<file path="config.mk">
export PLATFORM = sky130hd
export DESIGN_NAME = mains_frequency_relay_controller
export DESIGN_NICKNAME = d
export VERILOG_FILES = /design/src/mfrc_pkg.sv /design/src/mfrc_div.sv /design/src/mains_frequency_relay_controller.sv
export SDC_FILE = /design/constraint.sdc
export NUM_CORES = 2
export LEC_CHECK = 0
export CAP_MARGIN = 5
export CORE_ASPECT_RATIO = 0.9
export CORE_MARGIN = 2
export CORE_UTILIZATION = 60
export CTS_BUF_LIST = sky130_fd_sc_hd__clkbuf_8
export DETAILED_ROUTE_END_ITERATION = 16
export DONT_BUFFER_PORTS = 1
export PLACE_DENSITY = 0.78
export SLEW_MARGIN = 0
export SYNTH_ARGS = -nofsm -noshare
export SYNTH_HDL_FRONTEND = slang
export SYNTH_SLANG_ARGS = --single-unit
</file>
<file path="constraint.sdc">
create_clock -name clk_i -period 12 [get_ports clk_i]
set_input_delay 0 -clock clk_i [delete_from_list [all_inputs] [get_ports clk_i]]
set_output_delay 0 -clock clk_i [all_outputs]
set_load 0.03 [all_outputs]
</file>
<file path="src/mfrc_pkg.sv">
// Shared constants and types of the mains frequency relay controller.
// No dependencies; imported by mfrc_div and mains_frequency_relay_controller.
`timescale 1ns / 1ps
`default_nettype none

package mfrc_pkg;

  localparam int unsigned FRAME_LEN  = 3000;
  localparam int unsigned POS_W      = 16;
  localparam int unsigned SAMPLE_W   = 10;
  localparam int unsigned GAIN_W     = 16;
  localparam int unsigned RATE_W     = 16;
  localparam int unsigned FREQ_W     = 24;
  localparam int unsigned LEVEL_W    = 26;
  localparam int unsigned CNT_W      = 5;
  localparam int unsigned MUL_A_W    = 26;
  localparam int unsigned MUL_B_W    = 17;
  localparam int unsigned PROD_W     = MUL_A_W + MUL_B_W;
  localparam int unsigned DIV_W      = 30;
  localparam int unsigned DIV_CNT_W  = $clog2(DIV_W);
  localparam int unsigned CFG_ADDR_W = 3;
  localparam int unsigned CFG_DATA_W = 24;

  localparam logic [POS_W-1:0]   LAST_POS       = POS_W'(FRAME_LEN - 1);
  localparam logic [CNT_W-1:0]   SIXTH_IDX      = CNT_W'(5);
  localparam logic [CNT_W-1:0]   LAST_IDX       = CNT_W'(25);
  localparam logic [CNT_W-1:0]   NEEDED         = CNT_W'(26);
  localparam logic [MUL_B_W-1:0] RATE_SCALE     = MUL_B_W'(10000);
  localparam logic [MUL_B_W-1:0] GAIN_ONE       = MUL_B_W'(65536);
  localparam logic [FREQ_W-1:0]  FREQ_MAX       = {FREQ_W{1'b1}};

  typedef enum logic [CFG_ADDR_W-1:0] {
    CFG_FILTER_GAIN = 3'd0,
    CFG_CROSS_LEVEL = 3'd1,
    CFG_SAMPLE_RATE = 3'd2,
    CFG_LOW_LIMIT   = 3'd3,
    CFG_HIGH_LIMIT  = 3'd4,
    CFG_RELAY_MODES = 3'd5
  } cfg_idx_e;

  typedef enum logic [3:0] {
    ST_IDLE,
    ST_FMUL0,
    ST_FMUL1,
    ST_FADD,
    ST_CHECK,
    ST_RMUL,
    ST_DSTART,
    ST_DIV,
    ST_OUT
  } state_e;

endpackage

`default_nettype wire

</file>
<file path="src/mfrc_div.sv">
// Restoring divider, one quotient bit per cycle.
// Depends on mfrc_pkg for widths.
`timescale 1ns / 1ps
`default_nettype none

module mfrc_div (
  input  wire logic                      clk_i,
  input  wire logic                      rst_ni,
  input  wire logic                      start_i,
  input  wire logic [mfrc_pkg::DIV_W-1:0]  dividend_i,
  input  wire logic [mfrc_pkg::POS_W-1:0]  divisor_i,
  output logic                           done_o,
  output logic [mfrc_pkg::DIV_W-1:0]       quotient_o
);
  import mfrc_pkg::*;

  logic                 busy_q, busy_d;
  logic                 done_q, done_d;
  logic [DIV_CNT_W-1:0] cnt_q, cnt_d;
  logic [DIV_W-1:0]     quo_q, quo_d;
  logic [POS_W-1:0]     rem_q, rem_d;
  logic [POS_W-1:0]     dvs_q, dvs_d;
  logic [POS_W:0]       shifted;
  logic [POS_W+1:0]     diff;

  always_comb begin
    busy_d  = busy_q;
    done_d  = 1'b0;
    cnt_d   = cnt_q;
    quo_d   = quo_q;
    rem_d   = rem_q;
    dvs_d   = dvs_q;
    shifted = {rem_q, quo_q[DIV_W-1]};
    diff    = {1'b0, shifted} - {2'b00, dvs_q};
    if (start_i) begin
      busy_d = 1'b1;
      cnt_d  = '0;
      quo_d  = dividend_i;
      rem_d  = '0;
      dvs_d  = divisor_i;
    end else if (busy_q) begin
      if (!diff[POS_W+1]) begin
        rem_d = diff[POS_W-1:0];
        quo_d = {quo_q[DIV_W-2:0], 1'b1};
      end else begin
        rem_d = shifted[POS_W-1:0];
        quo_d = {quo_q[DIV_W-2:0], 1'b0};
      end
      if (cnt_q == DIV_CNT_W'(DIV_W - 1)) begin
        busy_d = 1'b0;
        done_d = 1'b1;
      end else begin
        cnt_d = cnt_q + 1'b1;
      end
    end
  end

  always_ff @(posedge clk_i or negedge rst_ni) begin
    if (!rst_ni) begin
      busy_q <= 1'b0;
      done_q <= 1'b0;
      cnt_q  <= '0;
    end else begin
      busy_q <= busy_d;
      done_q <= done_d;
      cnt_q  <= cnt_d;
    end
  end

  always_ff @(posedge clk_i) begin
    quo_q <= quo_d;
    rem_q <= rem_d;
    dvs_q <= dvs_d;
  end

  assign done_o     = done_q;
  assign quotient_o = quo_q;

endmodule

`default_nettype wire

</file>
<file path="src/mains_frequency_relay_controller.sv">
// Top level of the mains frequency relay controller.
// Depends on mfrc_pkg and mfrc_div.
//
// Usage:
//   Slave stream carries 10-bit voltage samples in frames of FRAME_LEN.
//   Master stream carries one result per frame, after the last sample.
//   Config port writes one register per cycle with cfg_we_i high.
// Sequence:
//   Sample 0 of a frame is taken in the idle state. Other samples pass through
//   states FMUL0, FMUL1 and FADD: one shared 26x17 multiplier used twice plus the
//   filter add and crossing test. Last sample, if enough crossings: the multiplier forms rate*10000, then a
//   30-step restoring divider (one quotient bit per cycle) yields the
//   frequency, then relay rules run and the result loads the output register.
//   s_axis_tready is high only between items.
// Reset: configuration and sequencer registers back to defaults, relays off, frame position 0.
// Stall: the result waits in the output register; the next samples are
//   still taken, and only a following frame end waits for the register.
`timescale 1ns / 1ps
`default_nettype none

module mains_frequency_relay_controller (
  input  wire logic        clk_i,
  input  wire logic        rst_ni,
  input  wire logic        s_axis_tvalid,
  output logic             s_axis_tready,
  input  wire logic [15:0] s_axis_tdata,   // [9:0] voltage_sample
  output logic             m_axis_tvalid,
  input  wire logic        m_axis_tready,
  output logic [31:0]      m_axis_tdata,   // [23:0] frequency_mhz, [24] light_relay,
                                           // [25] socket_relay
  output logic             m_axis_tuser,   // [0] frequency_valid
  input  wire logic        cfg_we_i,
  input  wire logic [mfrc_pkg::CFG_ADDR_W-1:0] cfg_addr_i,
  input  wire logic [mfrc_pkg::CFG_DATA_W-1:0] cfg_wdata_i
);
  import mfrc_pkg::*;

  // configuration
  logic [GAIN_W-1:0]   gain_q;
  logic [SAMPLE_W-1:0] level_q;
  logic [RATE_W-1:0]   rate_q;
  logic [FREQ_W-1:0]   low_q, high_q;
  logic [3:0]          modes_q;

  always_ff @(posedge clk_i or negedge rst_ni) begin
    if (!rst_ni) begin
      gain_q  <= GAIN_W'(1996);
      level_q <= SAMPLE_W'(511);
      rate_q  <= RATE_W'(10000);
      low_q   <= FREQ_W'(49975);
      high_q  <= FREQ_W'(50025);
      modes_q <= '0;
    end else if (cfg_we_i) begin
      case (cfg_addr_i)
        CFG_FILTER_GAIN: gain_q  <= cfg_wdata_i[GAIN_W-1:0];
        CFG_CROSS_LEVEL: level_q <= cfg_wdata_i[SAMPLE_W-1:0];
        CFG_SAMPLE_RATE: rate_q  <= cfg_wdata_i[RATE_W-1:0];
        CFG_LOW_LIMIT:   low_q   <= cfg_wdata_i[FREQ_W-1:0];
        CFG_HIGH_LIMIT:  high_q  <= cfg_wdata_i[FREQ_W-1:0];
        CFG_RELAY_MODES: modes_q <= cfg_wdata_i[3:0];
        default: ;
      endcase
    end
  end

  // sequencer state
  state_e              state_q, state_d;
  logic [LEVEL_W-1:0]  flt_q, flt_d;
  logic [POS_W-1:0]    pos_q, pos_d;
  logic [CNT_W-1:0]    cnt_q, cnt_d;
  logic [POS_W-1:0]    sixth_q, sixth_d;
  logic [POS_W-1:0]    last_q, last_d;
  logic [1:0]          relay_q, relay_d;
  logic                mvalid_q, mvalid_d;

  // datapath
  logic [SAMPLE_W-1:0] x_q, x_d;
  logic [PROD_W-1:0]   prod_q, prod_d;
  logic [LEVEL_W:0]    part_q, part_d;
  logic [FREQ_W-1:0]   res_f_q, res_f_d;
  logic                res_v_q, res_v_d;
  logic [31:0]         mdata_q, mdata_d;
  logic                muser_q, muser_d;

  logic [MUL_A_W-1:0]  mul_a;
  logic [MUL_B_W-1:0]  mul_b;
  logic [PROD_W-1:0]   mul_p;
  logic [PROD_W-1:0]   rnd;
  logic [LEVEL_W+1:0]  sum;
  logic [LEVEL_W-1:0]  nxt;
  logic [LEVEL_W-1:0]  lvl;
  logic                crossed;
  logic                div_start, div_done;
  logic [DIV_W-1:0]    quotient;
  logic [FREQ_W-1:0]   freq;
  logic                la, sa, lm, sm;
  logic                s_acc;

  assign mul_p = mul_a * mul_b;
  assign rnd   = prod_q + PROD_W'(32768);
  assign lvl   = {level_q, 16'h0000};
  assign sum   = {1'b0, part_q} + {2'b00, prod_q[LEVEL_W-1:0]};
  assign nxt   = sum[LEVEL_W-1:0];
  assign crossed = (flt_q < lvl) != (nxt < lvl);
  assign freq  = (quotient[DIV_W-1:FREQ_W] != '0) ? FREQ_MAX : quotient[FREQ_W-1:0];
  assign la = modes_q[0];
  assign sa = modes_q[1];
  assign lm = modes_q[2];
  assign sm = modes_q[3];

  assign s_axis_tready = (state_q == ST_IDLE);
  assign s_acc         = s_axis_tvalid && s_axis_tready;

  mfrc_div u_div (
    .clk_i      (clk_i),
    .rst_ni     (rst_ni),
    .start_i    (div_start),
    .dividend_i (prod_q[DIV_W-1:0]),
    .divisor_i  (last_q - sixth_q),
    .done_o     (div_done),
    .quotient_o (quotient)
  );

  always_comb begin
    state_d   = state_q;
    flt_d     = flt_q;
    pos_d     = pos_q;
    cnt_d     = cnt_q;
    sixth_d   = sixth_q;
    last_d    = last_q;
    relay_d   = relay_q;
    mvalid_d  = mvalid_q;
    x_d       = x_q;
    prod_d    = prod_q;
    part_d    = part_q;
    res_f_d   = res_f_q;
    res_v_d   = res_v_q;
    mdata_d   = mdata_q;
    muser_d   = muser_q;
    mul_a     = flt_q;
    mul_b     = GAIN_ONE - {1'b0, gain_q};
    div_start = 1'b0;

    if (mvalid_q && m_axis_tready) begin
      mvalid_d = 1'b0;
    end

    unique case (state_q)
      ST_IDLE: begin
        if (s_acc) begin
          x_d = s_axis_tdata[SAMPLE_W-1:0];
          if (pos_q == '0) begin
            flt_d   = '0;
            cnt_d   = '0;
            sixth_d = '0;
            last_d  = '0;
            pos_d   = POS_W'(1);
          end else begin
            state_d = ST_FMUL0;
          end
        end
      end
      ST_FMUL0: begin
        prod_d  = mul_p;
        state_d = ST_FMUL1;
      end
      ST_FMUL1: begin
        mul_a   = MUL_A_W'(x_q);
        mul_b   = MUL_B_W'(gain_q);
        part_d  = rnd[PROD_W-1:16];
        prod_d  = mul_p;
        state_d = ST_FADD;
      end
      ST_FADD: begin
        if (crossed && cnt_q < NEEDED) begin
          if (cnt_q == SIXTH_IDX) sixth_d = pos_q - 1'b1;
          if (cnt_q == LAST_IDX) last_d = pos_q - 1'b1;
          cnt_d = cnt_q + 1'b1;
        end
        flt_d = nxt;
        if (pos_q == LAST_POS) begin
          pos_d   = '0;
          state_d = ST_CHECK;
        end else begin
          pos_d   = pos_q + 1'b1;
          state_d = ST_IDLE;
        end
      end
      ST_CHECK: begin
        if (cnt_q == NEEDED && last_q > sixth_q) begin
          state_d = ST_RMUL;
        end else begin
          res_f_d = '0;
          res_v_d = 1'b0;
          state_d = ST_OUT;
        end
      end
      ST_RMUL: begin
        mul_a   = MUL_A_W'(rate_q);
        mul_b   = RATE_SCALE;
        prod_d  = mul_p;
        state_d = ST_DSTART;
      end
      ST_DSTART: begin
        div_start = 1'b1;
        state_d   = ST_DIV;
      end
      ST_DIV: begin
        if (div_done) begin
          res_f_d = freq;
          res_v_d = 1'b1;
          if (freq <= low_q && (la || sa)) begin
            if (la) relay_d[0] = 1'b0;
            if (sa) relay_d[1] = 1'b0;
          end else if (freq >= high_q && (la || sa)) begin
            if (la) relay_d[0] = 1'b1;
            if (sa) relay_d[1] = 1'b1;
          end else if (lm || sm) begin
            if (lm) relay_d[0] = 1'b1;
            if (sm) relay_d[1] = 1'b1;
          end else if (!(la && sa)) begin
            relay_d = 2'b00;
          end
          state_d = ST_OUT;
        end
      end
      ST_OUT: begin
        if (!mvalid_q || m_axis_tready) begin
          mvalid_d = 1'b1;
          mdata_d  = {6'b0, relay_q, res_f_q};
          muser_d  = res_v_q;
          state_d  = ST_IDLE;
        end
      end
      default: state_d = ST_IDLE;
    endcase
  end

  always_ff @(posedge clk_i or negedge rst_ni) begin
    if (!rst_ni) begin
      state_q  <= ST_IDLE;
      flt_q    <= '0;
      pos_q    <= '0;
      cnt_q    <= '0;
      sixth_q  <= '0;
      last_q   <= '0;
      relay_q  <= '0;
      mvalid_q <= 1'b0;
    end else begin
      state_q  <= state_d;
      flt_q    <= flt_d;
      pos_q    <= pos_d;
      cnt_q    <= cnt_d;
      sixth_q  <= sixth_d;
      last_q   <= last_d;
      relay_q  <= relay_d;
      mvalid_q <= mvalid_d;
    end
  end

  always_ff @(posedge clk_i) begin
    x_q     <= x_d;
    prod_q  <= prod_d;
    part_q  <= part_d;
    res_f_q <= res_f_d;
    res_v_q <= res_v_d;
    mdata_q <= mdata_d;
    muser_q <= muser_d;
  end

  assign m_axis_tvalid = mvalid_q;
  assign m_axis_tdata  = mdata_q;
  assign m_axis_tuser  = muser_q;

endmodule

`default_nettype wire

</file>
Word level (Yosys, flattened, before mapping)
Cells that the tools add are included.
{"block": "word_totals", "regBits": 379, "inputBits": 48, "out_inout_bits": 35, "elab_cells": 178}
{"block": "op_classes", "add_sub_neg": 9, "n_mul": 1, "order_cmp": 6, "eq_ne": 36, "muxes": 62, "n_reduce_logical": 36}
{"op": "16-bit 2-to-1 mux", "count": 10}
{"op": "26-bit case mux with 2 select lines", "count": 2}
{"op": "16-bit case mux with 2 select lines", "count": 3}
{"op": "24-bit 2-to-1 mux", "count": 3}
{"op": "30-bit 2-to-1 mux", "count": 2}
{"op": "26-bit < comparator", "count": 2}
{"op": "26-bit 2-to-1 mux", "count": 2}
{"op": "24-bit case mux with 2 select lines", "count": 1}
{"op": "42-bit by 16-bit adder with 42-bit output, second input constant", "count": 1}
{"op": "26-bit by 17-bit multiplier with 42-bit output", "count": 1}
{"op": "4-bit case mux with 9 select lines", "count": 1}
{"op": "17-bit case mux with 2 select lines", "count": 1}
{"op": "5-bit 2-to-1 mux", "count": 6}
{"op": "26-bit adder", "count": 1}
{"op": "24-bit greater-or-equal comparator", "count": 1}
{"op": "24-bit less-or-equal comparator", "count": 1}
{"op": "2-bit inequality test, second input constant", "count": 11}
{"op": "4-bit 2-to-1 mux", "count": 5}
{"op": "1-bit 2-to-1 mux", "count": 19}
{"op": "2-bit AND reduction", "count": 9}
{"op": "17-bit by 16-bit subtractor with 18-bit output", "count": 1}
{"op": "17-bit by 16-bit subtractor with 17-bit output, first input constant", "count": 1}
{"op": "16-bit by 1-bit adder with 16-bit output, second input constant", "count": 1}
{"op": "16-bit by 12-bit == test with 1-bit output, second input constant", "count": 1}
{"op": "34 further kinds", "count": 64}

Depth between registers and ports, before layout
{"block": "logic_depth", "word_depth": 6, "depth_mapped": 33}

Modules after synthesis
Synthesis repeated with hierarchy kept, for this count alone.
{"block": "hier_totals", "cells_unflattened": 3612, "hier_area_um2": 34259.1}
{"mod": "mains_frequency_relay_controller", "instances": 1, "cells_each": 3296, "area_per_inst_um2": 30658.2}
{"mod": "mfrc_div", "instances": 1, "cells_each": 316, "area_per_inst_um2": 3601.0}

Worst setup path after synthesis
Ideal clock, no wire load.
{"block": "synth_path", "path_kind": "flip-flop to flip-flop", "start": "register state_q[1]", "end": "register prod_q[40] (data pin)", "setup_ns": 0.264, "arrival_ns": 7.952, "t_required_ns": 11.736, "path_slack_ns": 3.785, "stages_incl_launch_ff": 31, "n_path_buf": 3, "cell_sequence": "dfrtp_1 clkbuf_1 inv_1 nor2_1 nand2_1 inv_2 clkbuf_1 a22oi_1 nand2_1 clkbuf_1 nand2_1 fa_1 inv_1 fa_1 inv_1 fa_1 inv_1 fa_1 inv_1 fa_1 inv_1 fa_1 ha_1 and3_1 and4_1 o211ai_1 a2111oi_0 nor2_1 o31a_1 a31oi_1 xor2_1"}
{"block": "synth_via", "elab_chain_cells": 3}
{"item": "start, declared", "line_no": "mains_frequency_relay_controller.sv:67", "source": "state_e state_q, state_d;"}
{"item": "start signal, assigned", "line_no": "mains_frequency_relay_controller.sv:250", "source": "state_q <= state_d;"}
{"item": "4-bit by 3-bit == test with 1-bit output or 4-bit by 2-bit == test with 1-bit output (tied branches)", "line_no": "mains_frequency_relay_controller.sv:148", "source": "unique case (state_q)"}
{"item": "26-bit case mux with 2 select lines or 17-bit case mux with 2 select lines (tied branches)", "line_no": "mains_frequency_relay_controller.sv:148"}
{"item": "26-bit by 17-bit multiplier with 42-bit output (*)", "line_no": "mains_frequency_relay_controller.sv:99", "source": "assign mul_p = mul_a * mul_b;"}
{"item": "via mul_p[40]", "line_no": "mains_frequency_relay_controller.sv:87", "source": "logic [PROD_W-1:0] mul_p;"}
{"item": "end signal, assigned", "line_no": "mains_frequency_relay_controller.sv:263", "source": "prod_q <= prod_d;"}
{"item": "end, declared", "line_no": "mains_frequency_relay_controller.sv:78", "source": "logic [PROD_W-1:0] prod_q, prod_d;"}
The timed path passes the listed nets; every way through them passes the cells marked *.
A chain may end at the register's enable or synchronous reset.

Worst setup path after layout
{"block": "layout_path", "start": "register gain_q[0]", "end": "register prod_q[40] (data pin)"}
{"block": "layout_via", "elab_chain_cells": 3}
{"item": "start, declared", "line_no": "mains_frequency_relay_controller.sv:39", "source": "logic [GAIN_W-1:0] gain_q;"}
{"item": "start signal, assigned", "line_no": "mains_frequency_relay_controller.sv:55", "source": "CFG_FILTER_GAIN: gain_q <= cfg_wdata_i[GAIN_W-1:0];"}
{"item": "17-bit by 16-bit subtractor with 17-bit output", "line_no": "mains_frequency_relay_controller.sv:141", "source": "mul_b = GAIN_ONE - {1'b0, gain_q};"}
{"item": "17-bit case mux with 2 select lines (*)", "line_no": "mains_frequency_relay_controller.sv:148"}
{"item": "26-bit by 17-bit multiplier with 42-bit output (*)", "line_no": "mains_frequency_relay_controller.sv:99"}
{"item": "via mul_p[40]", "line_no": "mains_frequency_relay_controller.sv:87"}
Marks and branches as above.

==> results.cfg <==
[status]
run_status = complete, no violations

[clock_network]
post_cts_resized = 0
post-cts-setup-buffer-count = 0
tritoncts.num_buffers = 59
clock_tree_from_tritoncts = done
root_buffer = clkbuf_8
cts_htree_levels = 2
numClockSinks = 379
clkSlewWorstSetupHoldPaths_ps = 70
cts_max_path_buffers = 3
clk-insertion-delay-late_ps = 660

[setup_path]
cp_max_fo = 26
crit_path_top_delay_cell = a2111oi_1
path_buf_inv = 7
cpLargestDelayFamily = adder cells
slowest_delay_ps = 1090
worst-endpoint-required_ps = 12360
ff2ff_path_depth = 30
cp-start-kind = flip-flop
timing_worst_setup_path_type = reg -> reg
worstSetupPathDepth = 30
worstPathArrival_ps = 10510
end_kind = flip-flop

[yosys]
ys_warn_count = 0
synthesis.instances = 3596
postSynth.topFlopCell = edfxtp_1
syn-cell-area_sq_um = 34200
synth-seq-cells = 379
number_of_enable_flip_flop_cells_after_synthesis = 176
synth_sequential_area_ratio_pct = 30.3
synthArstFlopShare_pct = 49.3
synth_area_per_cell_sq_um = 9.50
post_synth_num_cell_types = 86

[die]
core_area_sq_um = 56000
start_util_pct = 61.0
floorplan.io_pins = 83
std_cell_rows = 82
dieWidth_um = 255
die_h_um = 230
fp.dieArea_sq_um = 58800

[sta]
timing.final.hold_violations = 0
setup_viol = 0
worst_slew_pin_slew_ps = 1250
setup_tns_ps = 0
max_freq_mhz = 98.5
timing.final.max_slew_violations = 0
slew_headroom_pct = 16.4
rsz_0062_raised_after_global_routing = false
finalWorstPathRequiredPeriod_ps = 10150
fin_crit_sh_pct = 84.6
finClkSkew_ps = 55.3

[route]
routed_wirelength_um = 93200
via_count = 26519
ant_nets = 0
drt_drc_violations_left = 0
route.detailed.vias_per_inst = 5.96
detailedRoute.firstPassIterationCount = 8
drtIter0Drc = 2740
post_detailed_route_wirelength_per_cell_um = 20.9

[global_routing]
globalRoute.totalOverflow = 0
overall_track_demand_over_capacity_in_global_routing_pct = 32.0
grt_pass1_wl_um = 147000
vias_in_the_first_global_route = 26241
grt_max_degree = 188
antenna_found_initial = 8

[final_layout]
layout.filler_cells = 4308
final-seq-area_sq_um = 10300
fraction_of_layout_cells_with_a_size_suffix_above_1_pct = 7.75
area_growth_pct = 8.34
multi_input_comb_area_sq_um = 21200
finalNetCount = 4295

[placement]
io_buffer_count = 0
hpwlAfterDp_um = 68100
finalWeightedCongestion = 0.982

[min_path]
hold_depth = 1
holdCritPathClass = in -> reg

[run]
timing.max_cap.violations = 0
flip-flops by register name (all words and copies together), names as in the netlist, 2 cells and up:
name and count:
cnt_q 5, flt_q 26, gain_q 16, high_q 24, last_q 16, level_q 10
low_q 24, m_axis_tdata 26, modes_q 4, part_q 26, pos_q 16, prod_q 42
rate_q 16, relay_q 2, res_f_q 24, sixth_q 16, state_q 4, u_div.cnt_q 5
u_div.dvs_q 16, u_div.quotient_o 30, u_div.rem_q 16, x_q 10
area by class of cell:
class                   count  area share, %
multi-input cells        2503           57.3
clock inverters            51          0.920
diodes                      6         0.0406
well taps                 756           2.56
repair buffers            123           3.13
flip-flops and latches    379           27.9
inverters                 574           5.82
clock buffers              61           2.27
worst register-to-register path: cells and delay by family, from the launching register on:
family,cells,cell delay (ps)
xor gates and xnor gates,1,100
buffers and inverters,7,760
DFF,1,550
AOI/OAI and AO/OA,8,3720
adders and majority gates,8,3750
and+or+nand+nor,6,970
final timing paths:
| kind | start | end | slack [ps] |
|---|---|---|---|
| min in group asynchronous | rst_ni | low_q[13]$_DFFE_PN0P_ | 120 |
| worst min-delay path | s_axis_tdata[5] | x_q[5]$_DFFE_PP_ | 80 |
| max in group asynchronous | rst_ni | cnt_q[0]$_DFFE_PN0P_ | 11160 |
| worst max-delay path | gain_q[0]$_DFFE_PN0P_ | prod_q[40]$_DFFE_PP_ | 1850 |
| worst min register to register | res_f_q[1]$_SDFFCE_PN0P_ | m_axis_tdata[1]$_DFFE_PP_ | 420 |
| worst max register to register | gain_q[0]$_DFFE_PN0P_ | prod_q[40]$_DFFE_PP_ | 1850 |
metrics by stage:
stage                     worst slack [ps]  cells  cell area (sq um)  util, %  hold slack [ps]
after floorplan                       3780   3601              34200        -             -296
after global placement                2340   4248              34900     62.3             -288
after detailed placement              2130   4248              34900     62.3             -288
after CTS                             2080   4447              37000     66.0             48.4
after global routing                  1450   4451              37000     66.0             45.4
final                                 1850   4453              37000     66.1             78.7
cells in the final DEF, fill, tap and decap left out, types with 41 or more instances in the layout:
cell type      count
nor3_1            51
xnor2_1           89
o21ai_0          145
dfrtp_1          149
inv_1            594
edfxtp_1         176
xor2_1            49
mux2_2            59
a21oi_1           99
clkbuf_8          61
nand2_1          548
dlygate4sd3_1     86
a21o_1            51
nor2_1           237
and2_1            52
and3_1            41
fa_1             361
ha_1             246
nand3_1           54
per-layer routing:
metal	part of all wire, %	GRT usage (%)	vias up	routed length [um]
li1	-	-	11867	-
met1	40	44.3	12966	37400
met2	44	49.0	1414	41300
met3	11	7.89	266	10600
met4	4.2	12.3	6	3890
met5	0.047	0	-	44
synth_stat cells (all sizes together), types with 38 or more instances:
library cell	count	share of area [%]
a21o	51	1.1
a21oi	102	1.5
and2	52	0.95
and3	41	0.75
clkbuf	129	1.4
dfrtp	149	11
dfstp	38	2.9
edfxtp	176	15
fa	361	21
ha	246	9.0
inv	573	6.3
mux2	59	1.9
nand2	548	6.0
nand3	54	0.79
nor2	240	2.6
nor3	54	0.79
o21ai	146	2.1
xnor2	89	2.3
xor2	49	1.3
kinds of logic (layout without fill, tap and decap cells):
family / count (synthesis) / after routing / share of synthesized area [%]
simple gates: 1153 / 1153 / 15.2
buf+inv: 719 / 809 / 8.01
fa+ha+maj: 607 / 607 / 30.2
compound gates: 526 / 526 / 10.5
flops: 379 / 379 / 30.3
xor+xnor: 138 / 138 / 3.54
mux: 73 / 73 / 2.36
other cells: 1 / 12 / 0.0110
what timing repair did:
action	4_1_cts	5_1_grt
hold endpoints to repair	332	0
hold buffers	87	0
endpoints found under the setup margin	0	0
Power is not shown: default switching activity piles up to over one toggle a cycle in this logic, so the estimate is an artifact.
